$ cat src/rtl/stw_pkg.sv
// Package with constants, payload types and control structs of the texture span walker.
`timescale 1ns / 1ps

package stw_pkg;

  localparam int SEGMENT_LEN = 16;
  localparam int FRAC_BITS   = 16;
  localparam int MAX_RUN     = 64;
  localparam int LINE_WIDTH  = 1024;

  localparam int COL_W   = 10;
  localparam int XW      = 11;
  localparam int LW_W    = 13;
  localparam int LEN_W   = $clog2(SEGMENT_LEN + 1);
  localparam int RUN_W   = $clog2(MAX_RUN + 1);
  localparam int LOG_W   = 4;
  localparam int TEX_W   = 20;
  localparam int SEL_W   = 3;
  localparam int MAX_LOG = 10;

  // Configuration register indexes.
  localparam logic CFG_TEX_WIDTH  = 1'b0;
  localparam logic CFG_TEX_HEIGHT = 1'b1;

  // Division steps of one segment.
  localparam logic [SEL_W-1:0] DIV_SU  = 3'd0;
  localparam logic [SEL_W-1:0] DIV_SV  = 3'd1;
  localparam logic [SEL_W-1:0] DIV_EU  = 3'd2;
  localparam logic [SEL_W-1:0] DIV_EV  = 3'd3;
  localparam logic [SEL_W-1:0] DIV_STU = 3'd4;
  localparam logic [SEL_W-1:0] DIV_STV = 3'd5;

  typedef struct packed {
    logic [9:0]         row;
    logic [9:0]         first_col;
    logic [9:0]         end_col;
    logic signed [31:0] u_over_z;
    logic signed [31:0] v_over_z;
    logic signed [31:0] inv_depth;
    logic signed [31:0] u_slope;
    logic signed [31:0] v_slope;
    logic signed [31:0] depth_slope;
  } stw_in_t;

  typedef struct packed {
    logic [9:0]         pixel_col;
    logic [9:0]         pixel_row;
    logic [19:0]        texel_index;
    logic signed [31:0] depth_value;
    logic               last_pixel;
    logic               run_cut;
  } stw_out_t;

  typedef struct packed {
    logic load;
    logic seg_init;
    logic mul;
    logic div_start;
    logic emit;
    logic next;
  } stw_cmd_t;

  typedef struct packed {
    logic more;
    logic div_done;
    logic div_last;
    logic slot_free;
    logic emit_last;
  } stw_sts_t;

endpackage

$ cat src/rtl/stw_if.sv
// Valid/ready channel interfaces for span items and pixel items.
`timescale 1ns / 1ps

interface stw_in_if import stw_pkg::*; ();
  logic    valid;
  logic    ready;
  stw_in_t data;
  modport source (output valid, output data, input ready);
  modport sink   (input valid, input data, output ready);
endinterface

interface stw_out_if import stw_pkg::*; ();
  logic     valid;
  logic     ready;
  stw_out_t data;
  modport source (output valid, output data, input ready);
  modport sink   (input valid, input data, output ready);
endinterface

$ cat src/rtl/subaffine_texture_span_walker_top.sv
// Top level of the texture span walker: configuration registers, controller and datapath.
`timescale 1ns / 1ps

// One span item is taken at a time and yields up to 64 pixel items, one per cycle while
// the output side is ready within a segment's emit phase. Each segment of up to 16 pixels
// has an init and a multiply step, six divisions on one shared radix-2 divider, then its
// pixels; the divider sets the span time. Input ready returns after the last pixel of
// the span enters the output register, via the next and segment states back to idle.

module subaffine_texture_span_walker_top import stw_pkg::*; (
  input  logic             clk_i,
  input  logic             rst_ni,
  input  logic             cfg_we_i,
  input  logic             cfg_idx_i,
  input  logic [LOG_W-1:0] cfg_data_i,
  stw_in_if.sink           in_if,
  stw_out_if.source        out_if
);

  logic [LOG_W-1:0] wl_q, hl_q;
  logic [LOG_W-1:0] wl, hl;
  stw_cmd_t         cmd;
  stw_sts_t         sts;

  always_ff @(posedge clk_i or negedge rst_ni) begin
    if (!rst_ni) begin
      wl_q <= LOG_W'(6);
      hl_q <= LOG_W'(6);
    end else if (cfg_we_i) begin
      unique case (cfg_idx_i)
        CFG_TEX_WIDTH:  wl_q <= cfg_data_i;
        CFG_TEX_HEIGHT: hl_q <= cfg_data_i;
        default: ;
      endcase
    end
  end

  // Values above ten behave as ten.
  assign wl = (wl_q > LOG_W'(MAX_LOG)) ? LOG_W'(MAX_LOG) : wl_q;
  assign hl = (hl_q > LOG_W'(MAX_LOG)) ? LOG_W'(MAX_LOG) : hl_q;

  stw_ctrl u_ctrl (
    .clk_i      (clk_i),
    .rst_ni     (rst_ni),
    .in_valid_i (in_if.valid),
    .in_ready_o (in_if.ready),
    .sts_i      (sts),
    .cmd_o      (cmd)
  );

  stw_dp u_dp (
    .clk_i       (clk_i),
    .rst_ni      (rst_ni),
    .in_data_i   (in_if.data),
    .wl_i        (wl),
    .hl_i        (hl),
    .cmd_i       (cmd),
    .sts_o       (sts),
    .out_valid_o (out_if.valid),
    .out_ready_i (out_if.ready),
    .out_data_o  (out_if.data)
  );

endmodule

$ cat src/rtl/stw_div.sv
// Iterative signed 32-bit divider, one quotient bit per cycle, zero divisor gives zero.
`timescale 1ns / 1ps

module stw_div import stw_pkg::*; (
  input  logic        clk_i,
  input  logic        rst_ni,
  input  logic        start_i,
  input  logic [31:0] a_i,
  input  logic [31:0] b_i,
  output logic        done_o,
  output logic [31:0] q_o
);

  logic        busy_q, busy_d;
  logic        done_q, done_d;
  logic [5:0]  cnt_q, cnt_d;
  logic [31:0] rem_q, rem_d;
  logic [31:0] quo_q, quo_d;
  logic [31:0] dvs_q, dvs_d;
  logic        neg_q, neg_d;
  logic        zero_q, zero_d;
  logic [32:0] trial;

  always_comb begin
    busy_d = busy_q;
    done_d = 1'b0;
    cnt_d  = cnt_q;
    rem_d  = rem_q;
    quo_d  = quo_q;
    dvs_d  = dvs_q;
    neg_d  = neg_q;
    zero_d = zero_q;
    trial  = {rem_q, quo_q[31]};
    if (start_i) begin
      busy_d = 1'b1;
      cnt_d  = 6'd32;
      rem_d  = '0;
      quo_d  = a_i[31] ? (32'd0 - a_i) : a_i;
      dvs_d  = b_i[31] ? (32'd0 - b_i) : b_i;
      neg_d  = a_i[31] ^ b_i[31];
      zero_d = (b_i == 32'd0);
    end else if (busy_q) begin
      if (trial >= {1'b0, dvs_q}) begin
        rem_d = 32'(trial - {1'b0, dvs_q});
        quo_d = {quo_q[30:0], 1'b1};
      end else begin
        rem_d = trial[31:0];
        quo_d = {quo_q[30:0], 1'b0};
      end
      cnt_d = cnt_q - 6'd1;
      if (cnt_q == 6'd1) begin
        busy_d = 1'b0;
        done_d = 1'b1;
      end
    end
  end

  always_ff @(posedge clk_i or negedge rst_ni) begin
    if (!rst_ni) begin
      busy_q <= 1'b0;
      done_q <= 1'b0;
      cnt_q  <= '0;
    end else begin
      busy_q <= busy_d;
      done_q <= done_d;
      cnt_q  <= cnt_d;
    end
  end

  always_ff @(posedge clk_i) begin
    rem_q  <= rem_d;
    quo_q  <= quo_d;
    dvs_q  <= dvs_d;
    neg_q  <= neg_d;
    zero_q <= zero_d;
  end

  assign done_o = done_q;
  assign q_o    = zero_q ? 32'd0 : (neg_q ? (32'd0 - quo_q) : quo_q);

endmodule

$ cat src/rtl/stw_ctrl.sv
// Sequencing state machine of the span walker.
`timescale 1ns / 1ps

module stw_ctrl import stw_pkg::*; (
  input  logic     clk_i,
  input  logic     rst_ni,
  input  logic     in_valid_i,
  output logic     in_ready_o,
  input  stw_sts_t sts_i,
  output stw_cmd_t cmd_o
);

  localparam logic [2:0] S_IDLE  = 3'd0;
  localparam logic [2:0] S_SEG   = 3'd1;
  localparam logic [2:0] S_MUL   = 3'd2;
  localparam logic [2:0] S_DGO   = 3'd3;
  localparam logic [2:0] S_DWAIT = 3'd4;
  localparam logic [2:0] S_EMIT  = 3'd5;
  localparam logic [2:0] S_NEXT  = 3'd6;

  logic [2:0] state_q, state_d;

  always_comb begin
    state_d = state_q;
    cmd_o   = '0;
    unique case (state_q)
      S_IDLE: begin
        if (in_valid_i) begin
          cmd_o.load = 1'b1;
          state_d    = S_SEG;
        end
      end
      S_SEG: begin
        if (sts_i.more) begin
          cmd_o.seg_init = 1'b1;
          state_d        = S_MUL;
        end else begin
          state_d = S_IDLE;
        end
      end
      S_MUL: begin
        cmd_o.mul = 1'b1;
        state_d   = S_DGO;
      end
      S_DGO: begin
        cmd_o.div_start = 1'b1;
        state_d         = S_DWAIT;
      end
      S_DWAIT: begin
        if (sts_i.div_done) begin
          state_d = sts_i.div_last ? S_EMIT : S_DGO;
        end
      end
      S_EMIT: begin
        if (sts_i.slot_free) begin
          cmd_o.emit = 1'b1;
          if (sts_i.emit_last) begin
            state_d = S_NEXT;
          end
        end
      end
      S_NEXT: begin
        cmd_o.next = 1'b1;
        state_d    = S_SEG;
      end
      default: state_d = S_IDLE;
    endcase
  end

  always_ff @(posedge clk_i or negedge rst_ni) begin
    if (!rst_ni) begin
      state_q <= S_IDLE;
    end else begin
      state_q <= state_d;
    end
  end

  assign in_ready_o = (state_q == S_IDLE);

endmodule

$ cat src/rtl/stw_dp.sv
// Datapath: span registers, segment products, division steps and the pixel output register.
`timescale 1ns / 1ps

module stw_dp import stw_pkg::*; (
  input  logic             clk_i,
  input  logic             rst_ni,
  input  stw_in_t          in_data_i,
  input  logic [LOG_W-1:0] wl_i,
  input  logic [LOG_W-1:0] hl_i,
  input  stw_cmd_t         cmd_i,
  output stw_sts_t         sts_o,
  output logic             out_valid_o,
  input  logic             out_ready_i,
  output stw_out_t         out_data_o
);

  logic [9:0]       row_q;
  logic [XW-1:0]    x_q, x1_q;
  logic [31:0]      u_q, v_q, z_q, du_q, dv_q, dz_q;
  logic [31:0]      pu_q, pv_q, pz_q;
  logic [31:0]      su_q, sv_q, eu_q, ev_q, stu_q, stv_q;
  logic [LEN_W-1:0] len_q, o_q;
  logic [RUN_W-1:0] n_q, emit_q;
  logic             cut_q;
  logic [SEL_W-1:0] sel_q;
  logic             out_valid_q;
  stw_out_t         out_q;

  logic [9:0]       x1c;
  logic [XW-1:0]    total;
  logic [XW-1:0]    span_left;
  logic [LEN_W-1:0] len_new;
  logic [31:0]      div_a, div_b, div_q;
  logic             div_done;
  logic [31:0]      qs;
  logic [31:0]      ash_u, ash_v;
  logic [9:0]       rmask, cmask, trow, tcol;
  logic [TEX_W-1:0] texel;
  logic             last;

  // End column clamp and total pixel count of a new span, before the run limit.
  always_comb begin
    if (LW_W'(in_data_i.end_col) > LW_W'(LINE_WIDTH)) begin
      x1c = 10'(LINE_WIDTH);
    end else begin
      x1c = in_data_i.end_col;
    end
    total = XW'(x1c) - XW'(in_data_i.first_col);
  end

  always_comb begin
    span_left = x1_q - x_q;
    if (span_left > XW'(SEGMENT_LEN)) begin
      len_new = LEN_W'(SEGMENT_LEN);
    end else begin
      len_new = span_left[LEN_W-1:0];
    end
  end

  always_comb begin
    unique case (sel_q)
      DIV_SU:  begin div_a = u_q;          div_b = z_q;          end
      DIV_SV:  begin div_a = v_q;          div_b = z_q;          end
      DIV_EU:  begin div_a = u_q + pu_q;   div_b = z_q + pz_q;   end
      DIV_EV:  begin div_a = v_q + pv_q;   div_b = z_q + pz_q;   end
      DIV_STU: begin div_a = eu_q - su_q;  div_b = 32'(len_q);   end
      DIV_STV: begin div_a = ev_q - sv_q;  div_b = 32'(len_q);   end
      default: begin div_a = '0;           div_b = '0;           end
    endcase
  end

  stw_div u_div (
    .clk_i   (clk_i),
    .rst_ni  (rst_ni),
    .start_i (cmd_i.div_start),
    .a_i     (div_a),
    .b_i     (div_b),
    .done_o  (div_done),
    .q_o     (div_q)
  );

  assign qs = div_q << FRAC_BITS;

  // Texel address from the integer parts of the stepped coordinates.
  always_comb begin
    ash_u = 32'($signed(su_q) >>> FRAC_BITS);
    ash_v = 32'($signed(sv_q) >>> FRAC_BITS);
    rmask = 10'((11'd1 << hl_i) - 11'd1);
    cmask = 10'((11'd1 << wl_i) - 11'd1);
    trow  = ash_u[9:0] & rmask;
    tcol  = ash_v[9:0] & cmask;
    texel = (TEX_W'(trow) << wl_i) + TEX_W'(tcol);
    last  = (n_q + RUN_W'(1)) == emit_q;
  end

  always_ff @(posedge clk_i) begin
    if (cmd_i.load) begin
      row_q  <= in_data_i.row;
      x_q    <= XW'(in_data_i.first_col);
      x1_q   <= XW'(x1c);
      u_q    <= in_data_i.u_over_z;
      v_q    <= in_data_i.v_over_z;
      z_q    <= in_data_i.inv_depth;
      du_q   <= in_data_i.u_slope;
      dv_q   <= in_data_i.v_slope;
      dz_q   <= in_data_i.depth_slope;
      n_q    <= '0;
      emit_q <= (total > XW'(MAX_RUN)) ? RUN_W'(MAX_RUN) : total[RUN_W-1:0];
      cut_q  <= total > XW'(MAX_RUN);
    end
    if (cmd_i.seg_init) begin
      len_q <= len_new;
    end
    if (cmd_i.mul) begin
      pu_q  <= 32'(du_q * 32'(len_q));
      pv_q  <= 32'(dv_q * 32'(len_q));
      pz_q  <= 32'(dz_q * 32'(len_q));
      o_q   <= '0;
    end
    if (div_done) begin
      case (sel_q)
        DIV_SU:  su_q  <= qs;
        DIV_SV:  sv_q  <= qs;
        DIV_EU:  eu_q  <= qs;
        DIV_EV:  ev_q  <= qs;
        DIV_STU: stu_q <= div_q;
        default: stv_q <= div_q;
      endcase
    end
    if (cmd_i.emit) begin
      out_q.pixel_col   <= 10'(x_q + XW'(o_q));
      out_q.pixel_row   <= row_q;
      out_q.texel_index <= texel;
      out_q.depth_value <= z_q;
      out_q.last_pixel  <= last;
      out_q.run_cut     <= last & cut_q;
      z_q  <= z_q + dz_q;
      su_q <= su_q + stu_q;
      sv_q <= sv_q + stv_q;
      o_q  <= o_q + LEN_W'(1);
      n_q  <= n_q + RUN_W'(1);
    end
    if (cmd_i.next) begin
      x_q <= x_q + XW'(SEGMENT_LEN);
      u_q <= u_q + 32'(du_q * 32'(SEGMENT_LEN));
      v_q <= v_q + 32'(dv_q * 32'(SEGMENT_LEN));
    end
  end

  always_ff @(posedge clk_i or negedge rst_ni) begin
    if (!rst_ni) begin
      sel_q       <= '0;
      out_valid_q <= 1'b0;
    end else begin
      if (cmd_i.mul) begin
        sel_q <= DIV_SU;
      end else if (div_done) begin
        sel_q <= sel_q + SEL_W'(1);
      end
      if (cmd_i.emit) begin
        out_valid_q <= 1'b1;
      end else if (out_ready_i) begin
        out_valid_q <= 1'b0;
      end
    end
  end

  assign sts_o.more      = (x_q < x1_q) && (n_q < emit_q);
  assign sts_o.div_done  = div_done;
  assign sts_o.div_last  = (sel_q == DIV_STV);
  assign sts_o.slot_free = !out_valid_q || out_ready_i;
  assign sts_o.emit_last = ((o_q + LEN_W'(1)) == len_q) || last;

  assign out_valid_o = out_valid_q;
  assign out_data_o  = out_q;

endmodule

$ cat src/flat_wrapper.sv
// flat-port wrapper written by rule: the top's interface ports become plain ports
module subaffine_texture_span_walker_top_flat import stw_pkg::*;
  (clk_i, rst_ni, cfg_we_i, cfg_idx_i, cfg_data_i, in_if_valid, in_if_data, in_if_ready, out_if_valid, out_if_data, out_if_ready);
  stw_in_if in_if_i ();
  stw_out_if out_if_i ();
  input  logic clk_i;
  input  logic rst_ni;
  input  logic cfg_we_i;
  input  logic cfg_idx_i;
  input  logic [LOG_W-1:0] cfg_data_i;
  input wire logic [$bits(in_if_i.valid)-1:0] in_if_valid;
  input wire logic [$bits(in_if_i.data)-1:0] in_if_data;
  output wire logic [$bits(in_if_i.ready)-1:0] in_if_ready;
  output wire logic [$bits(out_if_i.valid)-1:0] out_if_valid;
  output wire logic [$bits(out_if_i.data)-1:0] out_if_data;
  input wire logic [$bits(out_if_i.ready)-1:0] out_if_ready;
  assign in_if_i.valid = in_if_valid;
  assign in_if_i.data = in_if_data;
  assign in_if_ready = in_if_i.ready;
  assign out_if_valid = out_if_i.valid;
  assign out_if_data = out_if_i.data;
  assign out_if_i.ready = out_if_ready;
  subaffine_texture_span_walker_top u_core (.clk_i(clk_i), .rst_ni(rst_ni), .cfg_we_i(cfg_we_i), .cfg_idx_i(cfg_idx_i), .cfg_data_i(cfg_data_i), .in_if(in_if_i), .out_if(out_if_i));
endmodule
$ cat config.mk
export PLATFORM = sky130hd
export DESIGN_NAME = subaffine_texture_span_walker_top_flat
export DESIGN_NICKNAME = d
export VERILOG_FILES = /design/src/rtl/stw_pkg.sv /design/src/rtl/stw_if.sv /design/src/rtl/subaffine_texture_span_walker_top.sv /design/src/rtl/stw_div.sv /design/src/rtl/stw_ctrl.sv /design/src/rtl/stw_dp.sv /design/src/flat_wrapper.sv
export SDC_FILE = /design/constraint.sdc
export NUM_CORES = 2
export LEC_CHECK = 0
export ABC_AREA = 1
export BUFFER_PORTS_ARGS = -buffer_cell sky130_fd_sc_hd__buf_2
export CORE_MARGIN = 3
export CORE_UTILIZATION = 45
export CTS_CLUSTER_SIZE = 10
export DETAILED_ROUTE_END_ITERATION = 16
export GPL_ROUTABILITY_DRIVEN = 0
export SYNTH_ARGS = -nofsm -noshare
export SYNTH_HDL_FRONTEND = slang
export SYNTH_SLANG_ARGS = --single-unit
$ cat constraint.sdc
create_clock -name clk_i -period 11.1 [get_ports clk_i]
set_clock_uncertainty 0.2 [all_clocks]
set_input_delay 1.11 -clock clk_i [delete_from_list [all_inputs] [get_ports clk_i]]
set_output_delay 1.11 -clock clk_i [all_outputs]
set_load 0.03 [all_outputs]
==> metrics.txt <==
worst vdd ir 145.2 uV; number of synthesis warnings 0; Hold Slack 0.2175 ns; critical path class reg2reg; post-route cell area 69,220 um^2; startpoint class of the critical path flip-flop; Worst Path Arrival 6.56 ns; Worst-Skew Late Latency approximately 0.74 ns; Hold Path Depth 0; Worst Min Path Start u_core.u_dp.row_q[6]; Placed Instance Area 66,440 um^2; Sink Count 699; largest area contributor in the netlist edfxtp_1; post-synthesis async set-or-reset flop share 3.290%; Final Hold Fails 0; Critical R2R Launch u_core.u_dp.len_q[3]; post-CTS sizing 0; Setup crit start u_core.u_dp.len_q[3]; # port buffers 307; share of post-route cells with drive strength above 1 7.171%; Final setup viols 0; Clock Tree Buf Depth 3; Die W 379.6 um; post-DR wirelength/cell 19.70 um; ys flop type edfxtp_1; area of the core 138,000 um^2; vias in the first global route 54,020; Seq cells post-synth between 600 and 700; drc violations 0; Worst-Margin Slew 1.258 ns; Area growth syn-to-layout 10.19%; vias 57,400; synthesized net count 9,217; TritonCTS clock tree built; initial core utilization 45.52%; Via density 5.476; power density over cell area 242.8 nW/um^2; postcts setup bufs 0; Min-Delay Endpoint u_core.u_dp.out_data_o[60]; sequential-to-total area share from yosys stat 32.73%; hpwl dp 164.1 mm; hold buffers post-CTS 0; clock root buffer clkbuf_16; TritonCTS buffer count 89; Reg2Reg Setup Slack 4.80 ns; top-area cell type share of the netlist area 30.78%; setup_tns 0 ns; FF-to-FF path depth 19; Post-Synthesis Cells between 8,000 and 9,000; RSZ-0062 raised after global routing false; top post-synthesis cells by area edfxtp_1 31%, nand2_1 13%, ha_1 9.2%, fa_1 8.3%, inv_1 7.9%; Worst Path Max Fanout 44; CP Data Required Time 11.36 ns; Die H ~380 um; Routed Antenna Nets 0; Reg clk slew, reported paths around 0.060 ns; io pins 308; mapped cell area 62,820 um^2; Starting DRT DRC Count between 5,000 and 6,000; crit share post-route a little under three fifths; max capacitance violation total 0; Routed WL 206.5 mm; GRT Total Usage 28.01%; DIE AREA 144,100 um^2; GRT overflow 0; worst reg2reg endpoint u_core.u_dp.pu_q[30]; most instantiated library cell after synthesis nand2_1; Post-synth EDFFs 644; min cycle time layout 6.303 ns; Crit. End Element flip-flop; DRT Pass-1 Iters 6; most frequent cells after synthesis 2,201 x nand2_1, 1,326 x inv_1, 669 x nor2_1; num rows about 140; synth unique cells 75; first-pass GRT wire length 316.4 mm; maximum clock frequency 0.1587 GHz; Rel. slew slack 16.02%; H-Tree Depth 3; outcome completed; min-delay worst type reg2reg; count of pins over their slew limit 0; NumNets Final 9,512; leakage 33.71 nW; largest net degree at the start of global routing 79; mean post-synth cell area approximately 7.6 um^2; antenna violations before repair 4
[how the worst max path moves through the flow]
| stage | endpoint | slack (ns) | cells past startpoint |
|---|---|---|---|
| floorplan | u_core.u_dp.u_q[10] | 1.96 | 5 |
| detailed placement | u_core.u_dp.pu_q[30] | 4.83 | 19 |
| global placement | u_core.u_dp.pu_q[28] | 4.88 | 19 |
| global route | u_core.u_dp.pu_q[30] | 4.27 | 19 |
| finish | u_core.u_dp.pu_q[30] | 4.80 | 19 |
| CTS | u_core.u_dp.pu_q[28] | 4.81 | 19 |
[cells by family after synthesis]
logic type / after synthesis / synth area share (%)
adder cells (fa/ha/maj): 725 / 17.57
XOR/XNOR: 271 / 3.778
flip-flops: 699 / 32.73
AO/OA/AOI/OAI: 1313 / 11.62
AND/OR/NAND/NOR: 3763 / 25.26
buffers and inverters: 1489 / 9.048
[cells in the final DEF (no fill, tap or decap), types with 14 or more instances in the layout]
cell type and instances:
o21ai_1 50, nand3_2 17, nor3_1 97, nor2_1 665, inv_1 1326, nand4_1 94
o21a_1 47, ha_1 463, o21bai_1 36, xnor2_1 103, o21ai_0 413, nor4_1 19
a21boi_0 20, o211ai_1 16, dfxtp_1 32, nand3_1 499, xor2_1 168, clkbuf_1 28
dfrtp_1 19, clkbuf_16 90, buf_2 307, nand3b_1 40, a21o_1 18, a31oi_1 39
nand2_1 2199, nor2_2 25, a22o_1 19, buf_4 43, a21oi_1 575, or2_2 37
fa_1 262, edfxtp_1 644, a221oi_1 14
[metal layers]
metal / vias to the layer above / wire length, um / global-route usage, %
met5: - / 27 / 0
met4: 4 / 7693 / 9.883
met3: 384 / 18060 / 4.373
met2: 2363 / 88330 / 42.77
met1: 26960 / 92420 / 40.23
li1: 27700 / - / -
[worst max-delay path, cell delays in order (launching register included)]
cell,delay (ns)
edfxtp_1,0.85
buf_4,0.44
buf_4,0.51
nand2_1,0.14
fa_1,0.53
inv_1,0.05
fa_1,0.49
fa_1,0.42
ha_1,0.34
a21oi_1,0.15
nand2_1,0.09
a21oi_1,0.29
inv_1,0.08
a21oi_1,0.26
o21ai_1,0.14
a21boi_0,0.30
o21ai_1,0.18
a21oi_1,0.29
o21ai_1,0.11
xor2_1,0.15
[per-stage QoR]
step	util (%)	std cells	total power [mW]	setup slack [ns]
after CTS	50.16	10480	16.71	4.807
after global placement	48.14	10330	13.68	4.884
after detailed placement	48.14	10330	13.81	4.830
final	50.16	10480	16.81	4.797
after global routing	50.16	10480	18.14	4.265
after floorplan	-	8260	11.07	1.963
[flip-flops by register name (all words and copies together), names as in the netlist, 11 cells and up]
register,cells
u_core.u_dp.v_q,32
u_core.u_dp.u_div.dvs_q,32
u_core.u_dp.ev_q,16
u_core.u_dp.pv_q,32
u_core.u_dp.u_div.quo_q,32
u_core.u_dp.sv_q,32
u_core.u_dp.eu_q,16
u_core.u_dp.u_q,32
u_core.u_dp.pz_q,32
u_core.u_dp.du_q,32
u_core.u_dp.stv_q,32
u_core.u_dp.su_q,32
u_core.u_dp.pu_q,32
u_core.u_dp.z_q,32
u_core.u_dp.stu_q,32
u_core.u_dp.dv_q,32
u_core.u_dp.u_div.rem_q,32
u_core.u_dp.x_q,11
u_core.u_dp.out_data_o,74
u_core.u_dp.dz_q,32
[power by group]
group          internal (mW)  switching [mW]  total [mW]
Sequential              3.97           0.843        4.81
Combinational           3.03            6.14        9.17
Clock                   1.61            1.22        2.83
[cell type report]
| cell class | instances | area, um^2 |
|---|---|---|
| clock inverter | 34 | 394.1 |
| multi-input combinational | 6072 | 36640 |
| fill | 13580 | 68780 |
| inverter | 1343 | 5047 |
| tap | 1863 | 2331 |
| sequential | 699 | 20560 |
| clock buffer | 120 | 2385 |
| timing repair buffer | 350 | 1859 |
| antenna | 1 | 2.502 |
No activity file was read; power rests on OpenSTA's default activity.
